<file path="src/rtl/icbd_fifo.sv">
// Small register FIFO with fill count, used for the item queues.
// Stand-alone; no package needed.
module icbd_fifo #(
  parameter int unsigned WIDTH = 8,
  parameter int unsigned DEPTH = 2
) (
  input  logic                       clk_i,
  input  logic                       rst_ni,
  input  logic                       push_i,
  input  logic [WIDTH-1:0]           wdata_i,
  input  logic                       pop_i,
  output logic [WIDTH-1:0]           rdata_o,
  output logic                       full_o,
  output logic                       empty_o,
  output logic [$clog2(DEPTH+1)-1:0] count_o
);

  localparam int unsigned AW = (DEPTH > 1) ? $clog2(DEPTH) : 1;
  localparam int unsigned CW = $clog2(DEPTH + 1);

  logic [WIDTH-1:0] mem_q [DEPTH];
  logic [AW-1:0]    wptr_q, wptr_d, rptr_q, rptr_d;
  logic [CW-1:0]    cnt_q, cnt_d;
  logic             do_push, do_pop;

  assign full_o  = (cnt_q == CW'(DEPTH));
  assign empty_o = (cnt_q == '0);
  assign count_o = cnt_q;
  assign rdata_o = mem_q[rptr_q];
  assign do_push = push_i && !full_o;
  assign do_pop  = pop_i && !empty_o;

  // pointer and count update
  always_comb begin
    wptr_d = wptr_q;
    rptr_d = rptr_q;
    if (do_push) begin
      wptr_d = (wptr_q == AW'(DEPTH - 1)) ? '0 : wptr_q + 1'b1;
    end
    if (do_pop) begin
      rptr_d = (rptr_q == AW'(DEPTH - 1)) ? '0 : rptr_q + 1'b1;
    end
    case ({do_push, do_pop})
      2'b10:   cnt_d = cnt_q + 1'b1;
      2'b01:   cnt_d = cnt_q - 1'b1;
      default: cnt_d = cnt_q;
    endcase
  end

  always_ff @(posedge clk_i or negedge rst_ni) begin
    if (!rst_ni) begin
      wptr_q <= '0;
      rptr_q <= '0;
      cnt_q  <= '0;
    end else begin
      wptr_q <= wptr_d;
      rptr_q <= rptr_d;
      cnt_q  <= cnt_d;
    end
  end

  // storage, no reset
  always_ff @(posedge clk_i) begin
    if (do_push) begin
      mem_q[wptr_q] <= wdata_i;
    end
  end

endmodule

</file>
<file path="config.mk">
export PLATFORM = sky130hd
export DESIGN_NAME = icbd_fifo
export DESIGN_NICKNAME = d
export VERILOG_FILES = /design/src/rtl/icbd_fifo.sv
export SDC_FILE = /design/constraint.sdc
export NUM_CORES = 1
export LEC_CHECK = 0
export ABC_AREA = 1
export ABC_CLOCK_PERIOD_IN_PS = 1400
export BUFFER_PORTS_ARGS = -buffer_cell sky130_fd_sc_hd__buf_2
export CELL_PAD_IN_SITES_DETAIL_PLACEMENT = 1
export CELL_PAD_IN_SITES_GLOBAL_PLACEMENT = 2
export CORE_UTILIZATION = 26
export CTS_CLUSTER_DIAMETER = 150
export CTS_CLUSTER_SIZE = 10
export DETAILED_ROUTE_END_ITERATION = 7
export GPL_TIMING_DRIVEN = 0
export PLACE_DENSITY_LB_ADDON = 0.1
export SLEW_MARGIN = 20
export SYNTH_ARGS = -nofsm -noshare
export SYNTH_HDL_FRONTEND = slang
export SYNTH_SLANG_ARGS = --single-unit
</file>
<file path="constraint.sdc">
create_clock -name clk_i -period 1.4 [get_ports clk_i]
set_input_delay 0.21 -clock clk_i [delete_from_list [all_inputs] [get_ports clk_i]]
set_output_delay 0.21 -clock clk_i [all_outputs]
set_load 0.1 [all_outputs]
</file>
==> flow_summary.toml, run 1 <==
[outcome]
status = "finished with violations"
violations = "DRC, setup timing"

[clock_network]
cts_tree = "yes"
cts_root_buf = "clkbuf_4"
cts_buffers = 3
h-tree-depth = 1
clkLatencyLatePin_ns = 0.30
clk_path_buf_depth = 2
clkTransAtPathRegs_ns = 0.12
cts.sinks = 20

[finish]
fillCellCount = 300
fin_util_pct = 48.7
seq_area_um2 = 588
final_area_um2 = 1400
area_delta_synth_final_pct = 71.5
layout_common_cells = "nand2_2, edfxtp_1, nand2_1"
n_antenna_cell = 0
layout-drive-gt1-share_pct = 64.2
multi_input_area_um2 = 294
nets = 123

[worst_hold_path]
hp-start = "wdata_i[0]"
min_to = "mem_q[1][0]"
hold_path_class = "in2reg"
min_path_cells = 1

[logic_synthesis]
yosys.area_share.simple_pct = 20.1
synth_cell_types = 14
synth_top_family_by_area = "simple AND/OR/NAND/NOR gates"
synthCells = 74
synth_seq_cells = 20
syn_area_um2 = 817
synth-warning-count = 0
synth.net_count = 87
syn_avg_cell_area_um2 = 11.0
synthAdderAreaFrac_pct = 1.53
synth_mux_area_share_pct = 0
synth_xor_area_share_pct = 1.07
synth_compound_area_share_pct = 1.07
ys_seq_area_share_pct = 71.1

[route]
routedWlPerCell_um = 12.4
drt_drc_violations_left = 2
first_pass_iters = 5
first_iter_violations = 12
wl_um = 1880
final_antenna_net_count = 0
vias_per_cell = 4.05
vias = 612

[sta]
tightest_slew_ns = 0.300
fmax_mhz = 677
max-slew-margin-rel_pct = 80.1
fin_ws_ns = -0.0773
grt_setup_unrepaired = "true"
finalClockSkew_ns = 0.00984
maxSlewViolCount = 0
final.period_utilization_pct = 106
finalSetupViolCount = 10
hold_viol = 0
period_needed_ns = 1.48

[flow_run]
cap_violations = 0

[global_route]
grtUsageMet1_pct = 15.3
grt_use_met2_pct = 21.3
grt_pass1_wl_um = 3000
antenna_found_initial = 0
grt_pass1_vias = 657
grt_max_degree = 13
busiest_layer = "met2"
track_usage_pct = 12.4
use_met3_pct = 2.01
grt_overflow = 0

[die]
rows = 19
coreArea_um2 = 2880
start_util_pct = 28.4
dieArea_um2 = 3370
io_pins = 24
die_y_um = 58.1
die_w_um = 58.1

[worst_setup_path]
end_kind = "primary output"
crit_type = "reg2out"
critPathLaunchType = "flip-flop"
r2r_slack_ns = 0.01
crit_fanout = 6
cp.arrival_ns = 1.27
r2r-end = "count_o[1]"
reg2regPathDepth = 6
rr_startpoint = "count_o[0]"
crit_required_ns = 1.19
crit_path_start = "rptr_q"

[placed_design]
postPlaceCellArea_um2 = 1050
dp_hpwl_um = 1180
gp_congestion = 0.625
place_ws_ns = -0.112
io_buffers = 23
[cell type report]
class,instances,share of cell area [%]
tap,42,3.75
clock inverter,1,2.14
multi-input combinational,43,21.0
timing repair inverter,1,0.536
sequential,20,42.0
clock buffer,3,1.61
inverter,10,3.84
timing repair buffer,30,24.4
buffer,1,0.804
[through the flow]
step           hold slack (ns)  TNS [ns]  std cells
5_1_grt                 0.0615     -1.08        151
4_1_cts                 0.0787    -0.558        150
6_report                0.0861    -0.491        151
3_3_place_gp            0.0299     -1.01        139
3_5_place_dp            0.0280     -1.01        139
2_1_floorplan          -0.0856     -2.91         74
[synth_stat cells]
master    number  share of area (%)
buf_2          1               0.61
dfrtp_1        4                 12
edfxtp_1      16                 59
ha_1           1                1.5
inv_1          7                3.2
inv_2          3                1.4
nand2_1       32                 15
nand2_2        2                1.5
nand3_1        3                1.8
nand4_1        1               0.77
nor2_1         1               0.46
nor2_2         1               0.77
o21ai_2        1                1.1
xnor2_1        1                1.1
[kinds of logic after synthesis]
logic type,after synthesis
adders and majority gates,1
and+or+nand+nor,40
DFF,20
xor gates and xnor gates,1
buffers and inverters,11
AOI/OAI and AO/OA,1
[per-layer routing]
metal | vias to the layer above | routed length [um]
met2 | 13 | 991
met1 | 291 | 814
met5 | - | 0
met3 | 2 | 56
met4 | 0 | 16
li1 | 306 | -
[state kept, by name, indices dropped and copies added (netlist names)]
signal / count
mem_q: 16
count_o: 2
rptr_q: 1
wptr_q: 1
[worst max-delay path: stages (launching register included)]
cell and delay [ns]:
dfrtp_1 0.36, buf_6 0.16, clkinvlp_4 0.15, nand2_2 0.09, nand2_2 0.06, buf_12 0.16
[worst max-delay path by stage]
stage                  endpoint  slack (ns)  cells after the start
floorplan           mem_q[0][0]       -0.28                      5
finish               rdata_o[5]       -0.08                      5
CTS                  rdata_o[5]       -0.08                      5
global placement     rdata_o[2]        -0.1                      5
detailed placement   rdata_o[2]       -0.11                      5
global route         rdata_o[5]       -0.14                      5
[what timing repair did]
action,in CTS,in global routing
endpoints found under the setup margin,20,12
pin swaps,5,2
hold endpoints to repair,4,0
setup buffers,5,1
gates resized for setup,59,7
cloned,1,0
hold buffers,1,0
Power of run 1 is left out: the tool's default activity adds up to more than one toggle a clock period on the data nets, which glitch-free logic cannot reach.
==> run 2, diff against run 1 <==
==> constraint.sdc (replaced) <==
create_clock -name clk_i -period 1.4 [get_ports clk_i]
set_input_delay 0.21 -clock clk_i [delete_from_list [all_inputs] [get_ports clk_i]]
set_output_delay 0.21 -clock clk_i [all_outputs]
set_load 0.05 [all_outputs]
==> flow_summary.toml, run 2 (synthesized netlist as in run 1, its figures left out) <==
[outcome]
status = "finished with violations"
violations = "DRC, setup timing"

[worst_setup_path]
crit_required_ns = 1.19
crit_end = "rdata_o[0]"
end_kind = "primary output"
r2r-end = "count_o[1]"
critPathLaunchType = "flip-flop"
rr_startpoint = "count_o[0]"
reg2regPathDepth = 9
crit_slowest_cell = "dfrtp_1"
cp.arrival_ns = 1.22
cpMostUsedCell = "buf_6"
r2r_slack_ns = 0.05
crit_chain = "buf_6, buf_4, nand2_1, nand2_2, buf_6"
crit_path_start = "rptr_q"
slowest_delay_ns = 0.39
crit_fanout = 8
crit_type = "reg2out"

[finish]
layout_commonest_cell = "nand2_1"
largest_register = "mem_q"
nets = 125
layout-drive-gt1-share_pct = 52.3
area_delta_synth_final_pct = 52.7
largest_reg_flops = 16
fin_util_pct = 43.4
layout_common_cells = "nand2_1, edfxtp_1, buf_2"
n_antenna_cell = 0

[clock_network]
cts_root_buf = "clkbuf_4"
cts_tree = "yes"
clkLatencyLatePin_ns = 0.29
cts.sinks = 20
h-tree-depth = 1
clk_path_buf_depth = 2
cts_buffers = 3
clkTransAtPathRegs_ns = 0.11

[placed_design]
dp_hpwl_um = 1210
gp_congestion = 0.700
io_buffers = 23

[sta]
maxSlewViolCount = 0
max-slew-margin-rel_pct = 82.3
tightest_slew_ns = 0.265
fin_ws_ns = -0.0312
grt_setup_unrepaired = "true"
hold_slack_ns = 0.105
finalSetupViolCount = 6
finalClockSkew_ns = 0.00477
period_needed_ns = 1.43
fmax_mhz = 699
final.period_utilization_pct = 102
hold_viol = 0

[global_route]
grt_overflow = 0
track_usage_pct = 11.5
grt_pass1_wl_um = 2800
grt_max_degree = 12
antenna_found_initial = 0
grt_pass1_vias = 643

[flow_run]
cap_violations = 0

[die]
die_w_um = 58.1
io_pins = 24
start_util_pct = 28.4
die_y_um = 58.1
coreArea_um2 = 2880
dieArea_um2 = 3370
rows = 19

[route]
first_pass_iters = 6
wl_um = 1720
first_iter_violations = 9
final_antenna_net_count = 0
vias_per_cell = 4.12
routedWlPerCell_um = 11.2
drt_drc_violations_left = 3
vias = 631

[worst_hold_path]
hold_path_class = "in2reg"
run 2: cell count changes in the layout (fill, tap and decap cells not counted), moves of 2 or more:
cell	previous run	this run
nand2_1	15	27
buf_12	11	0
nand2_2	16	5
buf_6	2	9
buf_8	0	3
buf_2	11	13
buf_4	5	7
run 2: critical path: cells and delay by family (launching register included):
family / cells / cell delay [ns]
flops: 1 / 0.39
simple gates: 2 / 0.11
buf+inv: 3 / 0.42
run 2: how the worst min path moves through the flow:
stage / from / endpoint / slack (ns) / cells past startpoint
2_1_floorplan: rst_ni / count_o[1] / -0.09 / 0
3_3_place_gp: rst_ni / wptr_q / 0.02 / 1
3_5_place_dp: rst_ni / wptr_q / 0.02 / 1
4_1_cts: wdata_i[0] / mem_q[0][0] / 0.09 / 1
5_1_grt: wdata_i[0] / mem_q[0][0] / 0.09 / 1
6_report: wdata_i[0] / mem_q[0][0] / 0.11 / 1
run 2: repair_timing:
action | CTS | global route
setup buffers | 6 | 2
cloned | 1 | 0
pin swaps | 6 | 4
gates resized for setup | 31 | 10
hold buffers | 1 | 0
endpoints found under the hold margin | 4 | 0
endpoints found under the setup margin | 11 | 19
run 2: layout make-up:
class	count	area [um^2]
Tap cell	42	52.6
Clock buffer	3	22.5
Timing Repair inverter	1	7.51
Inverter	10	47.5
Buffer	1	11.3
Clock inverter	1	3.75
Sequential cell	20	586
Multi-Input combinational cell	43	254
Timing Repair Buffer	32	263
Fill cell	331	1630
run 2: per-stage QoR:
| step | worst slack [ns] | TNS [ns] | instance area, um^2 | std cells |
|---|---|---|---|---|
| 2_1_floorplan | -0.00254 | -0.0203 | 852 | 74 |
| 3_3_place_gp | 0.0406 | 0 | 1020 | 139 |
| 3_5_place_dp | 0.0210 | 0 | 1020 | 139 |
| 4_1_cts | -0.0555 | -0.302 | 1200 | 151 |
| 5_1_grt | -0.107 | -0.663 | 1250 | 153 |
| 6_report | -0.0312 | -0.109 | 1250 | 153 |
run 2: routing by layer:
metal / track usage [%] / part of all wire [%] / wire length [um] / vias to the layer above
li1: - / - / - / 311
met1: 12.7 / 41 / 703 / 304
met2: 21.8 / 55 / 947 / 16
met3: 2.01 / 3.9 / 67 / 0
met4: 4.08 / 0 / 0 / 0
met5: 0 / 0 / 0 / -
Power of run 2 is left out for the same reason.
