--- src/rtl/icbd_pkg.sv ---
// Package for the IDE card bus decoder: item types, field codes and constants.
// Used by the front end, back end and top level; depends on nothing.
package icbd_pkg;

  // card space and SRAM page geometry
  localparam int unsigned ADDR_W     = 13;
  localparam int unsigned PAGE_BYTES = 8192;

  // access types
  localparam logic [1:0] OP_CTRL_RD = 2'd0;
  localparam logic [1:0] OP_CTRL_WR = 2'd1;
  localparam logic [1:0] OP_MEM_RD  = 2'd2;
  localparam logic [1:0] OP_MEM_WR  = 2'd3;

  // drive and clock chip cycle codes
  localparam logic [1:0] CYC_NONE  = 2'd0;
  localparam logic [1:0] CYC_READ  = 2'd1;
  localparam logic [1:0] CYC_WRITE = 2'd2;

  // configuration register indexes
  localparam logic CFG_WORD_ORDER  = 1'b0;
  localparam logic CFG_SRAM_SWITCH = 1'b1;

  // control bit indexes
  localparam logic [2:0] CB_SRAM_SEL   = 3'd1;
  localparam logic [2:0] CB_PAGE_SW    = 3'd2;
  localparam logic [2:0] CB_PAGE_FORCE = 3'd3;
  localparam logic [2:0] CB_WPROT      = 3'd5;
  localparam logic [2:0] CB_INT_EN     = 3'd6;
  localparam logic [2:0] CB_DRV_RST    = 3'd7;

  // clock chip targets
  localparam logic CLK_TGT_XRAM = 1'b0;
  localparam logic CLK_TGT_REGS = 1'b1;

  typedef struct packed {
    logic [1:0]  operation;
    logic [12:0] address;
    logic [2:0]  control_bit;
    logic [7:0]  write_byte;
    logic [15:0] drive_word;
    logic [7:0]  clock_byte;
    logic        drive_irq;
    logic        clock_irq;
  } in_item_t;

  typedef struct packed {
    logic [7:0]  read_byte;
    logic [1:0]  drive_cycle;
    logic        drive_chip_set;
    logic [2:0]  drive_register;
    logic [15:0] drive_write_word;
    logic [1:0]  clock_cycle;
    logic        clock_target;
    logic [5:0]  clock_address;
    logic [7:0]  clock_write_byte;
    logic        drive_int_line;
    logic        clock_int_line;
    logic        drive_reset_pulse;
  } out_item_t;

  // decoded item handed from front to back (SRAM index travels beside it)
  typedef struct packed {
    out_item_t  res;
    logic       ram_rd;
    logic       ram_wr;
    logic [7:0] wdata;
  } cmd_t;

endpackage

--- src/rtl/icbd_front.sv ---
// Front end: accepts bus accesses, keeps control state and IDE latches,
// decodes each item and forms its result except SRAM read data. Uses icbd_pkg.
module icbd_front #(
  parameter int unsigned PAGE_BITS = 6
) (
  input  logic                             clk_i,
  input  logic                             rst_ni,
  input  logic                             cfg_we_i,
  input  logic                             cfg_idx_i,
  input  logic                             cfg_wdata_i,
  input  logic                             accept_i,
  input  icbd_pkg::in_item_t               item_i,
  output icbd_pkg::cmd_t                   cmd_o,
  output logic [icbd_pkg::ADDR_W+PAGE_BITS-1:0] idx_o
);

  import icbd_pkg::*;

  localparam int unsigned IDX_W = ADDR_W + PAGE_BITS;

  logic                 word_order_q, sram_switch_q;
  logic                 sram_sel_q, sram_sel_d;
  logic [7:0]           cb_q, cb_d;
  logic [PAGE_BITS-1:0] page_q, page_d;
  logic [15:0]          rlatch_q, rlatch_d;
  logic [15:0]          wlatch_q, wlatch_d;
  logic                 wr, odd, trig;
  logic [1:0]           sel;

  // configuration registers
  always_ff @(posedge clk_i or negedge rst_ni) begin
    if (!rst_ni) begin
      word_order_q  <= 1'b0;
      sram_switch_q <= 1'b0;
    end else if (cfg_we_i) begin
      case (cfg_idx_i)
        CFG_WORD_ORDER:  word_order_q  <= cfg_wdata_i;
        CFG_SRAM_SWITCH: sram_switch_q <= cfg_wdata_i;
        default: ;
      endcase
    end
  end

  // decode one access
  always_comb begin
    sram_sel_d = sram_sel_q;
    cb_d       = cb_q;
    page_d     = page_q;
    rlatch_d   = rlatch_q;
    wlatch_d   = wlatch_q;
    cmd_o      = '0;
    idx_o      = '0;
    wr         = (item_i.operation == OP_MEM_WR);
    odd        = item_i.address[0];
    sel        = item_i.address[6:5];
    trig       = 1'b0;

    case (item_i.operation)
      OP_CTRL_RD: begin
        cmd_o.res.read_byte = {2'b00, cb_q[5:4], 1'b1, !item_i.clock_irq,
                               sram_switch_q, !item_i.drive_irq};
      end
      OP_CTRL_WR: begin
        if (item_i.control_bit == CB_SRAM_SEL) begin
          sram_sel_d = |item_i.write_byte;
        end else if (item_i.control_bit >= CB_PAGE_SW) begin
          cb_d[item_i.control_bit] = |item_i.write_byte;
          cmd_o.res.drive_reset_pulse = (item_i.control_bit == CB_INT_EN ||
                                         item_i.control_bit == CB_DRV_RST) &&
                                        cb_d[CB_INT_EN] && !cb_d[CB_DRV_RST];
        end
      end
      default: begin
        // page switching on memory writes
        if (wr && cb_q[CB_PAGE_SW]) begin
          page_d = item_i.address[PAGE_BITS:1];
        end
        if (item_i.address <= 13'h0ff && sram_sel_q == sram_switch_q) begin
          if (!sel[1]) begin
            // clock chip
            cmd_o.res.clock_cycle = wr ? CYC_WRITE : CYC_READ;
            if (!sel[0]) begin
              cmd_o.res.clock_target  = CLK_TGT_XRAM;
              cmd_o.res.clock_address = item_i.address[7] ?
                {1'b1, item_i.address[4:0]} : item_i.address[5:0];
            end else begin
              cmd_o.res.clock_target  = CLK_TGT_REGS;
              cmd_o.res.clock_address = {5'b0, item_i.address[4]};
            end
            if (wr) cmd_o.res.clock_write_byte = item_i.write_byte;
            else    cmd_o.res.read_byte        = item_i.clock_byte;
          end else if (!wr) begin
            // IDE read through the read latch
            trig = word_order_q ? !odd : odd;
            if (trig) begin
              if (!item_i.address[4]) begin
                rlatch_d                  = item_i.drive_word;
                cmd_o.res.drive_cycle     = CYC_READ;
                cmd_o.res.drive_chip_set  = sel[0];
                cmd_o.res.drive_register  = item_i.address[3:1];
              end else begin
                rlatch_d = '0;
              end
            end
            cmd_o.res.read_byte = odd ? rlatch_d[15:8] : rlatch_d[7:0];
          end else begin
            // IDE write through the write latch
            trig = word_order_q ? odd : !odd;
            if (odd) wlatch_d = {item_i.write_byte, wlatch_q[7:0]};
            else     wlatch_d = {wlatch_q[15:8], item_i.write_byte};
            if (trig) begin
              cmd_o.res.drive_cycle      = CYC_WRITE;
              cmd_o.res.drive_chip_set   = sel[0];
              cmd_o.res.drive_register   = item_i.address[3:1];
              cmd_o.res.drive_write_word = wlatch_d;
            end
          end
        end else begin
          // paged SRAM; data handled in the back end
          if (cb_q[CB_PAGE_FORCE] || item_i.address[12]) begin
            idx_o = {page_d, item_i.address};
          end else begin
            idx_o = IDX_W'(item_i.address);
          end
          cmd_o.ram_wr = wr && !cb_q[CB_WPROT];
          cmd_o.ram_rd = !wr;
          cmd_o.wdata  = item_i.write_byte;
        end
      end
    endcase

    cmd_o.res.drive_int_line = cb_d[CB_INT_EN] && item_i.drive_irq;
    cmd_o.res.clock_int_line = item_i.clock_irq;
  end

  // control state
  always_ff @(posedge clk_i or negedge rst_ni) begin
    if (!rst_ni) begin
      sram_sel_q <= 1'b0;
      cb_q       <= '0;
      page_q     <= '0;
      rlatch_q   <= '0;
      wlatch_q   <= '0;
    end else if (accept_i) begin
      sram_sel_q <= sram_sel_d;
      cb_q       <= cb_d;
      page_q     <= page_d;
      rlatch_q   <= rlatch_d;
      wlatch_q   <= wlatch_d;
    end
  end

endmodule

--- config.mk ---
export PLATFORM = sky130hd
export DESIGN_NAME = icbd_front
export DESIGN_NICKNAME = d
export VERILOG_FILES = /design/src/rtl/icbd_pkg.sv /design/src/rtl/icbd_front.sv
export SDC_FILE = /design/constraint.sdc
export NUM_CORES = 1
export LEC_CHECK = 0
export CAP_MARGIN = 0
export CELL_PAD_IN_SITES_DETAIL_PLACEMENT = 0
export CELL_PAD_IN_SITES_GLOBAL_PLACEMENT = 2
export CORE_ASPECT_RATIO = 0.75
export CORE_MARGIN = 3
export CORE_UTILIZATION = 41
export CTS_CLUSTER_SIZE = 30
export DETAILED_ROUTE_END_ITERATION = 6
export DONT_BUFFER_PORTS = 1
export PLACE_DENSITY_LB_ADDON = 0.3
export SLEW_MARGIN = 20
export SYNTH_ARGS = -nofsm -noshare
export SYNTH_HDL_FRONTEND = slang
export SYNTH_SLANG_ARGS = --single-unit
--- constraint.sdc ---
create_clock -name clk_i -period 6.6 [get_ports clk_i]
set_clock_uncertainty 0.1 [all_clocks]
set_input_delay 1.98 -clock clk_i [delete_from_list [all_inputs] [get_ports clk_i]]
set_output_delay 1.98 -clock clk_i [all_outputs]
set_load 0.02 [all_outputs]
==> results.md <==
* Outcome: finished clean
* Crit path cell chain: nor4_4 > nand3_1 > or3_1 > nor2_1
* Clock-pin slew on the worst setup and hold paths at 0.09 ns
* Post-CTS Hold Buffers at 0
* Area leader, netlist: dfrtp_1
* RD Place Congestion at 0.741
* Die Y at 82.5 µm
* Period utilisation layout at 88.3%
* First-pass GRT wire length at 12,700 µm
* CTS root buf: clkbuf_8
* Final Max Tran Viols at 0
* Hold Crit Class: reg2reg
* Worst-Skew Late Latency at 0.30 ns
* Total Routing Usage GR at 18.5%
* Critical path class: in2out
* CTS tree: built
* Row count at 27
* Fraction of layout cells with a size suffix above 1 at 23.9%
* CP required at 4.52 ns
* Worst Setup EP: cmd_o[32]
* Core footprint at 0.00747 mm²
* Total wire length at 8240 µm
* Top cell type's share of synthesized area at 36.7%
* Setup repair bufs after CTS at 0
* Dpl hpwl at 6040 µm
* Antenna diodes at 0
* CTS Buf Count at 5
* CP startpoint: item_i[48]
* Post-route ant nets at 0
* Layout area overhead at 5.04%
* CP max stage delay at 0.70 ns
* Placed cells at 394
* Final TNS setup at 0 ns
* Slowest cell on crit path: or3_1
* Max Fclk at 0.172 GHz
* Cell Pwr Density at 192 mW/mm²
* WP data arrival at 3.75 ns
* Syn Nets at 364
* Post-synth EDFFs at 0
* Nature of the critical path startpoint: input port
* Width of the die at 108 µm
* Mean routed wirelength per cell at 20.5 µm
* Largest net degree at the start of global routing at 48
* Crit path time final at 5.83 ns
* Max Fanout on Critical Path at 17
* Vias in the first global route at 2,232
* Overflow left after global routing at 0
* Initial antenna violation count at 0
* VDD IR max at 0.104 mV
* Max-Cap Viols at 0
* Warnings, synthesis at 0
* Fin cells at 402
* Sequential-to-total area share from yosys stat at 36.7%
* Via density at 5.66
* H-Tree Depth at 2
* RSZ-0062 raised after global routing: false
* Starting Density at 42.9%
* Iter 0 DRT Violations at 93
* Post-Syn Area per Cell at 10.5 µm²
* Reg2Reg Launch Point: sram_switch_q
* Final worst slack at 0.770 ns
* Pre-antenna DRT Iters at 4
* Final count of negative-setup-slack endpoints at 0
* Reg2Reg Depth at 4
* Port Buffers at 0
* Io pins at 137
* Vias at 2,274
* Die ar. at 0.00892 mm²
* Top post-synthesis cells by area: dfrtp_1 37%, mux2_2 13%, mux2i_1 9.1%
* Final hold vios at 0
* Syn Inst Count at 306
* # nets final at 358
* TritonCTS Sinks at 47
* WHS Path Cells at 1
* R2r endpoint: wlatch_q[13]
* Worst-Margin Slew at 0.810 ns
* Leak at 1.50 nW
* Mapped Area at 0.00320 mm²
* Max Buffers Root-to-Sink at 2
* Top_reg_cell synth: dfrtp_1
* Fin util at 45.0%
* DRC violations left at 0
* Worst Setup End Kind: output pin
* Synth cell types at 42
* CTS resizes at 0
* Final Total Pwr at 646 µW
* Relative slew slack at 45.6%
* Place WS at 0.752 ns
* Flop and latch count out of synthesis at 47
* Register-to-Register Setup Slack at 4.22 ns
* FFs w/ async S/R, synth at 100%
-- per-stage QoR --
stage | instance area (µm²) | hold WS, ns
global route | 3360 | 0.423
finish | 3360 | 0.413
global placement | 3260 | 0.381
CTS | 3360 | 0.415
floorplan | 3200 | 0.375
detailed placement | 3260 | 0.392
-- where the power goes --
| part | total, mW | leakage, nW | internal, mW | switching [mW] |
|---|---|---|---|---|
| registers | 0.337 | 0.622 | 0.316 | 0.0208 |
| clock network | 0.188 | 0.0474 | 0.0857 | 0.102 |
| logic | 0.122 | 0.829 | 0.0594 | 0.0625 |
-- kinds of logic (layout without fill, tap and decap cells) --
| group | count (synthesis) | after routing | synth area share [%] |
|---|---|---|---|
| compound gates | 16 | 16 | 3.91 |
| xor+xnor | 2 | 2 | 0.782 |
| buf+inv | 21 | 16 | 3.40 |
| flops | 47 | 47 | 36.7 |
| mux | 81 | 81 | 30.3 |
| simple gates | 139 | 139 | 24.9 |
-- sequential cells by signal (all words and copies together), names as in the netlist, named ones only --
signal / cells
wlatch_q: 16
rlatch_q: 16
word_order_q: 1
sram_switch_q: 1
sram_sel_q: 1
page_q: 6
cb_q: 2
-- synth_stat cells, types with 2 or more instances --
master,number
dfrtp_1,47
mux2_2,37
and2_1,36
nor2_1,33
mux2i_1,29
nor2b_1,20
nand2_1,13
clkbuf_1,10
mux2_4,10
nand3_1,7
nor3_1,6
nor3b_1,6
mux4_2,5
inv_1,4
a22oi_1,3
nand4_1,3
nor4_1,3
o2111a_1,3
o21ai_0,3
buf_1,2
buf_2,2
nand3b_1,2
nor4_4,2
o32ai_1,2
-- cell usage in the layout, fill, tap and decap left out, types with 3 or more instances in the layout --
cell,count
o2111a_1,3
nand2_1,13
nor3_1,6
a22oi_1,3
clkbuf_8,6
mux2_2,37
nor2b_1,20
nor3b_1,6
nor4_1,3
dfrtp_1,47
and2_1,36
mux2i_1,29
o21ai_0,3
nand4_1,3
mux2_4,10
nand3_1,7
nor2_1,33
mux4_2,5
buf_4,4
inv_1,4
-- worst min path at each step --
stage,from,end,slack (ns)
floorplan,rlatch_q[0],rlatch_q[0],0.37
global placement,rlatch_q[4],rlatch_q[4],0.38
detailed placement,rlatch_q[8],rlatch_q[8],0.39
CTS,rlatch_q[1],rlatch_q[1],0.42
global route,flop,flop,0.42
finish,wlatch_q[13],wlatch_q[13],0.41
-- worst max-delay path: cells and delay by family --
family,cells,cell delay [ns]
simple gates,4,1.77
-- final cells by class --
| class | count | area (µm²) |
|---|---|---|
| fill | 744 | 4100 |
| multi-input combinational | 238 | 1920 |
| sequential | 47 | 1180 |
| tap | 101 | 126 |
| clock buffer | 6 | 82.6 |
| timing repair buffer | 4 | 30.0 |
| clock inverter | 2 | 16.3 |
| inverter | 4 | 15.0 |
-- layer usage --
metal  global-route usage, %  vias to the layer above  share of wire, %
li1                        -                     1062                 -
met1                    28.4                     1127                48
met2                    26.7                       80                44
met3                    4.04                        5               7.2
met4                    3.03                        0              0.49
met5                       0                        -                 0
Power figures use the tool's default switching activity.
